--- config.mk ---
export PLATFORM = sky130hd
export DESIGN_NAME = client_table_scheduler
export DESIGN_NICKNAME = d
export VERILOG_FILES = /design/src/hdl/cts_pkg.sv /design/src/hdl/client_table_scheduler.sv /design/src/hdl/cts_cell.sv /design/src/hdl/cts_chain.sv
export SDC_FILE = /design/constraint.sdc
export NUM_CORES = 2
export LEC_CHECK = 0
export CAP_MARGIN = 25
export CORE_AREA = 8 8 296 298
export CTS_BUF_LIST = sky130_fd_sc_hd__clkbuf_16
export DETAILED_ROUTE_END_ITERATION = 16
export DIE_AREA = 0 0 304 306
export DONT_BUFFER_PORTS = 1
export PLACE_DENSITY_LB_ADDON = 0.1
export SLEW_MARGIN = 20
export SYNTH_ARGS = -nofsm -noshare
export SYNTH_HDL_FRONTEND = slang
export SYNTH_HIERARCHICAL = 1
export SYNTH_SLANG_ARGS = --single-unit
--- constraint.sdc ---
create_clock -name aclk -period 8.8 [get_ports aclk]
set_clock_uncertainty 0.2 [all_clocks]
set_input_delay 0.88 -clock aclk [delete_from_list [all_inputs] [get_ports aclk]]
set_output_delay 0.88 -clock aclk [all_outputs]
set_load 0.02 [all_outputs]
--- src/hdl/cts_pkg.sv ---
// cts_pkg: shared constants, codes, types and helper functions for the
// client table scheduler; no dependencies
package cts_pkg;

    // table geometry
    localparam int MAX_ENTRIES = 16;
    localparam int IDX_W       = $clog2(MAX_ENTRIES);
    localparam int CNT_W       = $clog2(MAX_ENTRIES + 1);

    // field widths
    localparam int VAL_W    = 16;
    localparam int CMD_W    = 2;
    localparam int SLOT_W   = 4;
    localparam int POLICY_W = 2;
    localparam int STATUS_W = 2;
    localparam int CHOSEN_W = 4;
    localparam int TOTAL_W  = 5;
    localparam int CFG_IDX_W  = 1;
    localparam int CFG_DATA_W = 16;
    localparam int CMP_W    = (SLOT_W > CNT_W) ? SLOT_W + 1 : CNT_W + 1;

    // commands
    localparam logic [CMD_W-1:0] CMD_ADD    = 2'd0;
    localparam logic [CMD_W-1:0] CMD_SERVE  = 2'd1;
    localparam logic [CMD_W-1:0] CMD_REMOVE = 2'd2;
    localparam logic [CMD_W-1:0] CMD_NOP    = 2'd3;

    // selection policies
    localparam logic [POLICY_W-1:0] POLICY_FIRST    = 2'd0;
    localparam logic [POLICY_W-1:0] POLICY_SMALLEST = 2'd1;
    localparam logic [POLICY_W-1:0] POLICY_RR       = 2'd2;

    // result status codes
    localparam logic [STATUS_W-1:0] STATUS_OK    = 2'd0;
    localparam logic [STATUS_W-1:0] STATUS_FULL  = 2'd1;
    localparam logic [STATUS_W-1:0] STATUS_EMPTY = 2'd2;

    // configuration register indexes
    localparam logic [CFG_IDX_W-1:0] REG_POLICY = 1'd0;
    localparam logic [CFG_IDX_W-1:0] REG_CHARGE = 1'd1;

    // register reset values
    localparam logic [POLICY_W-1:0] POLICY_RESET = POLICY_SMALLEST;
    localparam logic [VAL_W-1:0]    CHARGE_RESET = 16'd73;

    // chain operations
    localparam logic [2:0] OP_NONE   = 3'd0;
    localparam logic [2:0] OP_ROTATE = 3'd1;
    localparam logic [2:0] OP_LOAD   = 3'd2;
    localparam logic [2:0] OP_SHIFT  = 3'd3;
    localparam logic [2:0] OP_CHARGE = 3'd4;

    // command from the controller to the row of cells
    typedef struct packed {
        logic [2:0]       op;
        logic [IDX_W-1:0] index;
        logic [VAL_W-1:0] data;
    } cts_chain_cmd_t;

    // per-cell controls
    typedef struct packed {
        logic take_nbr;
        logic load;
        logic charge;
    } cts_cell_ctl_t;

    // subtract with a floor at zero
    function automatic logic [VAL_W-1:0] sat_sub(input logic [VAL_W-1:0] a,
                                                 input logic [VAL_W-1:0] b);
        return (a > b) ? a - b : '0;
    endfunction

    // index of the lowest set bit, zero when none is set
    function automatic logic [IDX_W-1:0] lowest_set(input logic [MAX_ENTRIES-1:0] m);
        logic [IDX_W-1:0] idx;
        idx = '0;
        for (int i = MAX_ENTRIES - 1; i >= 0; i--) begin
            if (m[i]) begin
                idx = IDX_W'(i);
            end
        end
        return idx;
    endfunction

    // bits at positions at or above s
    function automatic logic [MAX_ENTRIES-1:0] ge_mask(input logic [IDX_W-1:0] s);
        logic [MAX_ENTRIES-1:0] r;
        for (int i = 0; i < MAX_ENTRIES; i++) begin
            r[i] = (IDX_W'(i) >= s);
        end
        return r;
    endfunction

endpackage

--- src/hdl/client_table_scheduler.sv ---
// client_table_scheduler: top level with command sequencer, scan logic,
// configuration registers and result register; depends on cts_pkg, cts_chain

// The table lives in a ring of 16 cells. Add, remove and ignored commands
// go to S_FINISH, which loads the result register once the output is free.
// Serve on a non-empty table rotates the ring once through all 16 cells,
// inspecting the head one entry per cycle, then S_FINISH picks the entry
// and charges it in place. A new item is taken as soon as the previous one
// has been written to the result register, even if that result is not yet
// transferred. Configuration writes take effect on the next cycle.
module client_table_scheduler (
    input  logic                              aclk,
    input  logic                              aresetn,
    // configuration
    input  logic                              cfg_we,
    input  logic [cts_pkg::CFG_IDX_W-1:0]     cfg_index,
    input  logic [cts_pkg::CFG_DATA_W-1:0]    cfg_data,
    // command channel
    input  logic                              s_valid,
    output logic                              s_ready,
    input  logic [cts_pkg::CMD_W-1:0]         s_cmd,
    input  logic [cts_pkg::VAL_W-1:0]         s_size,
    input  logic [cts_pkg::SLOT_W-1:0]        s_slot,
    // result channel
    output logic                              m_valid,
    input  logic                              m_ready,
    output logic                              m_picked,
    output logic [cts_pkg::CHOSEN_W-1:0]      m_chosen_index,
    output logic                              m_fallback,
    output logic [cts_pkg::STATUS_W-1:0]      m_status,
    output logic [cts_pkg::TOTAL_W-1:0]       m_entry_total
);
    import cts_pkg::*;

    localparam logic [1:0] S_IDLE   = 2'd0;
    localparam logic [1:0] S_SCAN   = 2'd1;
    localparam logic [1:0] S_FINISH = 2'd2;

    localparam logic [IDX_W-1:0] SCAN_LAST = IDX_W'(MAX_ENTRIES - 1);

    logic [1:0]             state_reg, state_next;
    logic [POLICY_W-1:0]    policy_reg;
    logic [VAL_W-1:0]       charge_reg;
    logic [CNT_W-1:0]       count_reg, count_next;
    logic [IDX_W-1:0]       rr_reg, rr_next;
    logic [CMD_W-1:0]       cmd_reg;
    logic [VAL_W-1:0]       size_reg;
    logic [SLOT_W-1:0]      slot_reg;
    logic [IDX_W-1:0]       scan_cnt_reg, scan_cnt_next;
    logic [CNT_W-1:0]       start_reg, start_next;
    logic [MAX_ENTRIES-1:0] mask_reg, mask_next;
    logic [IDX_W-1:0]       best_idx_reg, best_idx_next;
    logic [VAL_W-1:0]       best_val_reg, best_val_next;
    logic                   best_found_reg, best_found_next;

    logic                   m_valid_reg;
    logic                   picked_reg;
    logic [CHOSEN_W-1:0]    chosen_reg;
    logic                   fallback_reg;
    logic [STATUS_W-1:0]    status_reg;
    logic [TOTAL_W-1:0]     total_reg;

    logic                   s_fire;
    logic                   out_free;
    logic                   out_load;
    logic                   res_picked;
    logic [IDX_W-1:0]       res_chosen;
    logic                   res_fallback;
    logic [STATUS_W-1:0]    res_status;

    logic [VAL_W-1:0]       head_val;
    logic                   head_pend;
    cts_chain_cmd_t         chain_cmd;

    logic                   any_pend;
    logic [IDX_W-1:0]       first_idx;
    logic [MAX_ENTRIES-1:0] rr_mask;
    logic [IDX_W-1:0]       rr_idx;
    logic [IDX_W-1:0]       pick_idx;

    assign s_fire   = s_valid && s_ready;
    assign s_ready  = (state_reg == S_IDLE);
    assign out_free = !m_valid_reg || m_ready;

    // row of table cells
    cts_chain u_chain (
        .aclk          (aclk),
        .cmd           (chain_cmd),
        .charge_amount (charge_reg),
        .head_val      (head_val)
    );

    // entry at the head is pending when in range and still owed bytes
    assign head_pend = (CMP_W'(scan_cnt_reg) < CMP_W'(count_reg)) && (head_val != '0);

    // selection from the scan results
    always_comb begin
        any_pend  = |mask_reg;
        first_idx = lowest_set(mask_reg);
        rr_mask   = mask_reg & ge_mask(start_reg[IDX_W-1:0]);
        rr_idx    = (|rr_mask) ? lowest_set(rr_mask) : first_idx;
        if (!any_pend) begin
            pick_idx = '0;
        end else if (policy_reg == POLICY_SMALLEST) begin
            pick_idx = best_idx_reg;
        end else if (policy_reg == POLICY_RR) begin
            pick_idx = rr_idx;
        end else begin
            pick_idx = first_idx;
        end
    end

    // command sequencer
    always_comb begin
        state_next      = state_reg;
        count_next      = count_reg;
        rr_next         = rr_reg;
        scan_cnt_next   = scan_cnt_reg;
        start_next      = start_reg;
        mask_next       = mask_reg;
        best_idx_next   = best_idx_reg;
        best_val_next   = best_val_reg;
        best_found_next = best_found_reg;
        chain_cmd.op    = OP_NONE;
        chain_cmd.index = '0;
        chain_cmd.data  = size_reg;
        out_load        = 1'b0;
        res_picked      = 1'b0;
        res_chosen      = '0;
        res_fallback    = 1'b0;
        res_status      = STATUS_OK;

        case (state_reg)
            S_IDLE: begin
                if (s_fire) begin
                    scan_cnt_next   = '0;
                    best_found_next = 1'b0;
                    start_next      = CNT_W'(rr_reg) + CNT_W'(1);
                    if ((s_cmd == CMD_SERVE) && (count_reg != '0)) begin
                        state_next = S_SCAN;
                    end else begin
                        state_next = S_FINISH;
                    end
                end
            end

            S_SCAN: begin
                // rotate the ring; the head holds the entry at scan_cnt_reg
                chain_cmd.op = OP_ROTATE;
                mask_next[scan_cnt_reg] = head_pend;
                if (head_pend && (!best_found_reg || (head_val < best_val_reg))) begin
                    best_found_next = 1'b1;
                    best_idx_next   = scan_cnt_reg;
                    best_val_next   = head_val;
                end
                // reduce the round-robin start modulo the entry count
                if (start_reg >= count_reg) begin
                    start_next = start_reg - count_reg;
                end
                if (scan_cnt_reg == SCAN_LAST) begin
                    state_next = S_FINISH;
                end else begin
                    scan_cnt_next = scan_cnt_reg + IDX_W'(1);
                end
            end

            S_FINISH: begin
                if (out_free) begin
                    out_load   = 1'b1;
                    state_next = S_IDLE;
                    unique case (cmd_reg)
                        CMD_ADD: begin
                            if (CMP_W'(count_reg) < CMP_W'(MAX_ENTRIES)) begin
                                chain_cmd.op    = OP_LOAD;
                                chain_cmd.index = count_reg[IDX_W-1:0];
                                count_next      = count_reg + CNT_W'(1);
                            end else begin
                                res_status = STATUS_FULL;
                            end
                        end
                        CMD_SERVE: begin
                            if (count_reg == '0) begin
                                res_status = STATUS_EMPTY;
                            end else begin
                                chain_cmd.op    = OP_CHARGE;
                                chain_cmd.index = pick_idx;
                                res_picked      = 1'b1;
                                res_chosen      = pick_idx;
                                res_fallback    = !any_pend;
                                if (policy_reg == POLICY_RR) begin
                                    rr_next = pick_idx;
                                end
                            end
                        end
                        CMD_REMOVE: begin
                            if (CMP_W'(slot_reg) < CMP_W'(count_reg)) begin
                                chain_cmd.op    = OP_SHIFT;
                                chain_cmd.index = IDX_W'(slot_reg);
                                count_next      = count_reg - CNT_W'(1);
                            end else begin
                                res_status = STATUS_EMPTY;
                            end
                        end
                        CMD_NOP: begin
                            res_status = STATUS_OK;
                        end
                    endcase
                end
            end

            default: begin
                state_next = S_IDLE;
            end
        endcase
    end

    // control state
    always_ff @(posedge aclk) begin
        if (!aresetn) begin
            state_reg   <= S_IDLE;
            count_reg   <= '0;
            rr_reg      <= '0;
            policy_reg  <= POLICY_RESET;
            charge_reg  <= CHARGE_RESET;
            m_valid_reg <= 1'b0;
        end else begin
            state_reg <= state_next;
            count_reg <= count_next;
            rr_reg    <= rr_next;
            // configuration writes
            if (cfg_we) begin
                unique case (cfg_index)
                    REG_POLICY: policy_reg <= cfg_data[POLICY_W-1:0];
                    REG_CHARGE: charge_reg <= cfg_data[VAL_W-1:0];
                endcase
            end
            // result valid
            if (out_load) begin
                m_valid_reg <= 1'b1;
            end else if (m_ready) begin
                m_valid_reg <= 1'b0;
            end
        end
    end

    // item and scan working registers
    always_ff @(posedge aclk) begin
        if (s_fire) begin
            cmd_reg  <= s_cmd;
            size_reg <= s_size;
            slot_reg <= s_slot;
        end
        scan_cnt_reg   <= scan_cnt_next;
        start_reg      <= start_next;
        mask_reg       <= mask_next;
        best_idx_reg   <= best_idx_next;
        best_val_reg   <= best_val_next;
        best_found_reg <= best_found_next;
    end

    // result register
    always_ff @(posedge aclk) begin
        if (out_load) begin
            picked_reg   <= res_picked;
            chosen_reg   <= CHOSEN_W'(res_chosen);
            fallback_reg <= res_fallback;
            status_reg   <= res_status;
            total_reg    <= TOTAL_W'(count_next);
        end
    end

    assign m_valid        = m_valid_reg;
    assign m_picked       = picked_reg;
    assign m_chosen_index = chosen_reg;
    assign m_fallback     = fallback_reg;
    assign m_status       = status_reg;
    assign m_entry_total  = total_reg;

endmodule

--- src/hdl/cts_cell.sv ---
// cts_cell: one table entry holding the bytes still owed, with load,
// neighbor transfer and saturating charge; depends on cts_pkg
module cts_cell (
    input  logic                        aclk,
    input  cts_pkg::cts_cell_ctl_t      ctl,
    input  logic [cts_pkg::VAL_W-1:0]   nbr_val,
    input  logic [cts_pkg::VAL_W-1:0]   load_val,
    input  logic [cts_pkg::VAL_W-1:0]   charge_amount,
    output logic [cts_pkg::VAL_W-1:0]   val
);
    import cts_pkg::*;

    logic [VAL_W-1:0] val_reg;
    logic [VAL_W-1:0] val_next;

    // neighbor transfer wins, then load, then charge
    always_comb begin
        priority if (ctl.take_nbr) begin
            val_next = nbr_val;
        end else if (ctl.load) begin
            val_next = load_val;
        end else if (ctl.charge) begin
            val_next = sat_sub(val_reg, charge_amount);
        end else begin
            val_next = val_reg;
        end
    end

    always_ff @(posedge aclk) begin
        val_reg <= val_next;
    end

    assign val = val_reg;

endmodule

--- src/hdl/cts_chain.sv ---
// cts_chain: ring of table cells, each passing its entry to the cell below;
// decodes chain commands into per-cell controls; depends on cts_pkg, cts_cell
module cts_chain (
    input  logic                        aclk,
    input  cts_pkg::cts_chain_cmd_t     cmd,
    input  logic [cts_pkg::VAL_W-1:0]   charge_amount,
    output logic [cts_pkg::VAL_W-1:0]   head_val
);
    import cts_pkg::*;

    logic [VAL_W-1:0] cell_val [MAX_ENTRIES];

    for (genvar i = 0; i < MAX_ENTRIES; i++) begin : g_cell
        cts_cell_ctl_t ctl;

        // rotate moves every entry down, shift closes the gap at index
        always_comb begin
            ctl.take_nbr = (cmd.op == OP_ROTATE) ||
                           ((cmd.op == OP_SHIFT) && (IDX_W'(i) >= cmd.index));
            ctl.load     = (cmd.op == OP_LOAD)   && (IDX_W'(i) == cmd.index);
            ctl.charge   = (cmd.op == OP_CHARGE) && (IDX_W'(i) == cmd.index);
        end

        cts_cell u_cell (
            .aclk          (aclk),
            .ctl           (ctl),
            .nbr_val       (cell_val[(i + 1) % MAX_ENTRIES]),
            .load_val      (cmd.data),
            .charge_amount (charge_amount),
            .val           (cell_val[i])
        );
    end

    assign head_val = cell_val[0];

endmodule

==> run metrics <==
Initial DRT Pass Iterations 6; number of synthesized flops with an enable pin 337; cts repair resizes 0; cells taking the most area after synthesis edfxtp_1 31%, ha_1 11%, a22oi_1 5.5%, o21ai_2 4.3%, inv_1 3.9%; setup TNS 0 ps; share of the synthesized area in the top cell type 30.8%; Layout Cell Area excl Fill 35,500 sq um; Seq/Total Area, Yosys 32.6%; Final setup viols 0; max-cap violation count 0; gp weighted congestion 0.891; Slew @ Worst Pin 1080 ps; top cells by count, synth 340 x inv_1, 337 x edfxtp_1, 294 x ha_1; total CTS buffers 50; Post-synth top flop edfxtp_1; DP Area 33,900 sq um; Synth Area in Compound Gates 27.0%; vias in the first global route 27,087; Final Hold Vio Count 0; DIE HEIGHT 306 um; crit end category flop; starting density of the core 39.7%; Final Total Pwr 5180 uW; Post-Syn Instances 3,671; number of flip-flops in the largest register 256; post-synthesis simple-gate area fraction 15.5%; Distinct cells, synth 94; CTS tree yes; Crit Path Class flop to flop; multiplexer share of the synthesized area 0.548%; met1 Use GR 34.7%; share of layout cells above drive strength 1 10.6%; Peak VDD IR 137 uV; synthesized area per cell 8.95 sq um; routing usage on met3 3.20%; Synth Net Count 4,026; post-placement setup slack 3450 ps; gr usage total 24.2%; Final Max Tran Viols 0; final wirelength 118 mm; largest net degree at the start of global routing 34; cts hold-fix bufs 0; total gr overflow 0; worst hold-check path type input pin to flop; worst setup slack after layout 3530 ps; Synth async-reset ratio 0%; H-tree depth 2; gr busiest metal met2; Core Region 82,900 sq um; Slew headroom 27.8%; Pleak 0.0126 uW; Synth Area in Adders 12.3%; buffer depth of the longest clock path 3; most frequent cell after synthesis inv_1; post-synthesis register bit count 367; status finished, final reports clean; Die Area 93,000 sq um; Tmin final 5270 ps; port bufs 0; Max Fclk 0.190 GHz; CP Max Fanout 19; Post-DP HPWL 80.9 mm; Critical Path AT 5520 ps; Critical Path RT 9050 ps; setup repair bufs after CTS 0; clk slew on worst S/H paths 60 ps; fin util 42.8%; pwr/cell area 146 nW/um^2; number of DRC markers in iteration 0 2,400; Tcrit/Tclk final 59.8%; Post-Synth XOR/XNOR Area 5.68%; Root Buffer clkbuf_16; initial antenna violation count 3; # DRC 0; row count 106; CTS sink count 367; drt wl/cell 24.9 um; grt met2 use 38.3%; global-route wire length before repair 175 mm; synthesized cell area 32,900 sq um; Layout Nets 3,972; Chip Width 304 um; clock latency on the worst-skew pair 630 ps; biggest area consumer among synthesized cells edfxtp_1; via count 28,620; CP Launch Type flop; Syn-to-layout area delta 7.98%; unrepaired setup endpoints after global routing no; Vias/cell 6.04; boundary pin count 59; Antenna Nets Post-Route 0; Syn. warnings 6; largest family of logic cells by synthesized area compound AO/OA/AOI/OAI gates
[logic make-up (layout without fill, tap and decap cells)]
family                     count (synthesis)  in the layout
muxes                                     17             17
DFF                                      367            367
xor gates and xnor gates                 213            213
buffers and inverters                    505            490
adders and majority gates                312            312
other                                      0              2
AOI/OAI and AO/OA                       1282           1282
and+or+nand+nor                          975            975
[layout make-up]
type | count | area (sq um)
fillers | 8218 | 47400
multi-input cells | 2799 | 20100
flip-flops and latches | 367 | 10700
well taps | 1080 | 1350
inverters | 342 | 1280
clock buffers | 50 | 1250
repair buffers | 57 | 472
clock inverters | 41 | 293
diodes | 2 | 5.00
[worst max-delay path: stages, from the launching register on]
cell and delay (ps):
edfxtp_1 750, nand2_1 290, o311ai_4 370, a41oi_1 290, nor4_2 460, a211oi_1 110
a21oi_2 220, buf_4 310, nand2b_1 460, nor3_2 420, nor2b_1 830, a22oi_1 260
o21ai_2 130
[where the power goes]
group / switching (uW) / internal [uW] / total [uW]
registers: 87.3 / 2000 / 2090
logic: 728 / 403 / 1130
clock network: 840 / 1120 / 1960
[cells in the final DEF (no fill, tap or decap), types with 28 or more instances in the layout]
master     Yosys  routed
a21boi_0      43      43
a21o_1        45      45
a21oi_1      252     250
a22oi_1      240     240
and2_1        44      44
buf_4          0      52
clkbuf_16      0      50
edfxtp_1     337     337
ha_1         294     294
inv_1        340     353
nand2_1      258     258
nand2b_1      86      86
nand3_1       68      68
nand4_1       57      57
nor2_1       161     160
nor2b_1       52      47
nor3_1       116     116
o211ai_1      46      46
o21a_1        28      28
o21ai_0      230     230
o21ai_2      160     160
xnor2_1      103     103
xor2_1       110     110
[metal layers]
layer | vias up | routed length [um]
met1 | 13881 | 55000
met3 | 167 | 7700
met4 | 0 | 2950
li1 | 13592 | -
met5 | - | 0
met2 | 980 | 52200
[stage by stage]
stage               hold slack (ps)  std cells
floorplan                       260       3671
global placement                280       4633
detailed placement              284       4639
CTS                             113       4730
global route                    118       4736
finish                          146       4738
[path summary, 6_finish.rpt]
| kind | startpoint | cells after the start | slack [ps] | end |
|---|---|---|---|---|
| setup / recovery | start_reg[3]$_DFFE_PP_ | 12 | 3530 | u_chain/g_cell[14].u_cell/val[6]$_DFFE_PP_ |
| hold / removal | s_size[3] | 0 | 150 | size_reg[3]$_DFFE_PP_ |
| setup reg to reg | start_reg[3]$_DFFE_PP_ | 12 | 3530 | u_chain/g_cell[14].u_cell/val[6]$_DFFE_PP_ |
| hold reg to reg | rr_reg[3]$_SDFFE_PN0P_ | 2 | 300 | rr_reg[3]$_SDFFE_PN0P_ |
No activity file was read; power rests on OpenSTA's default activity.
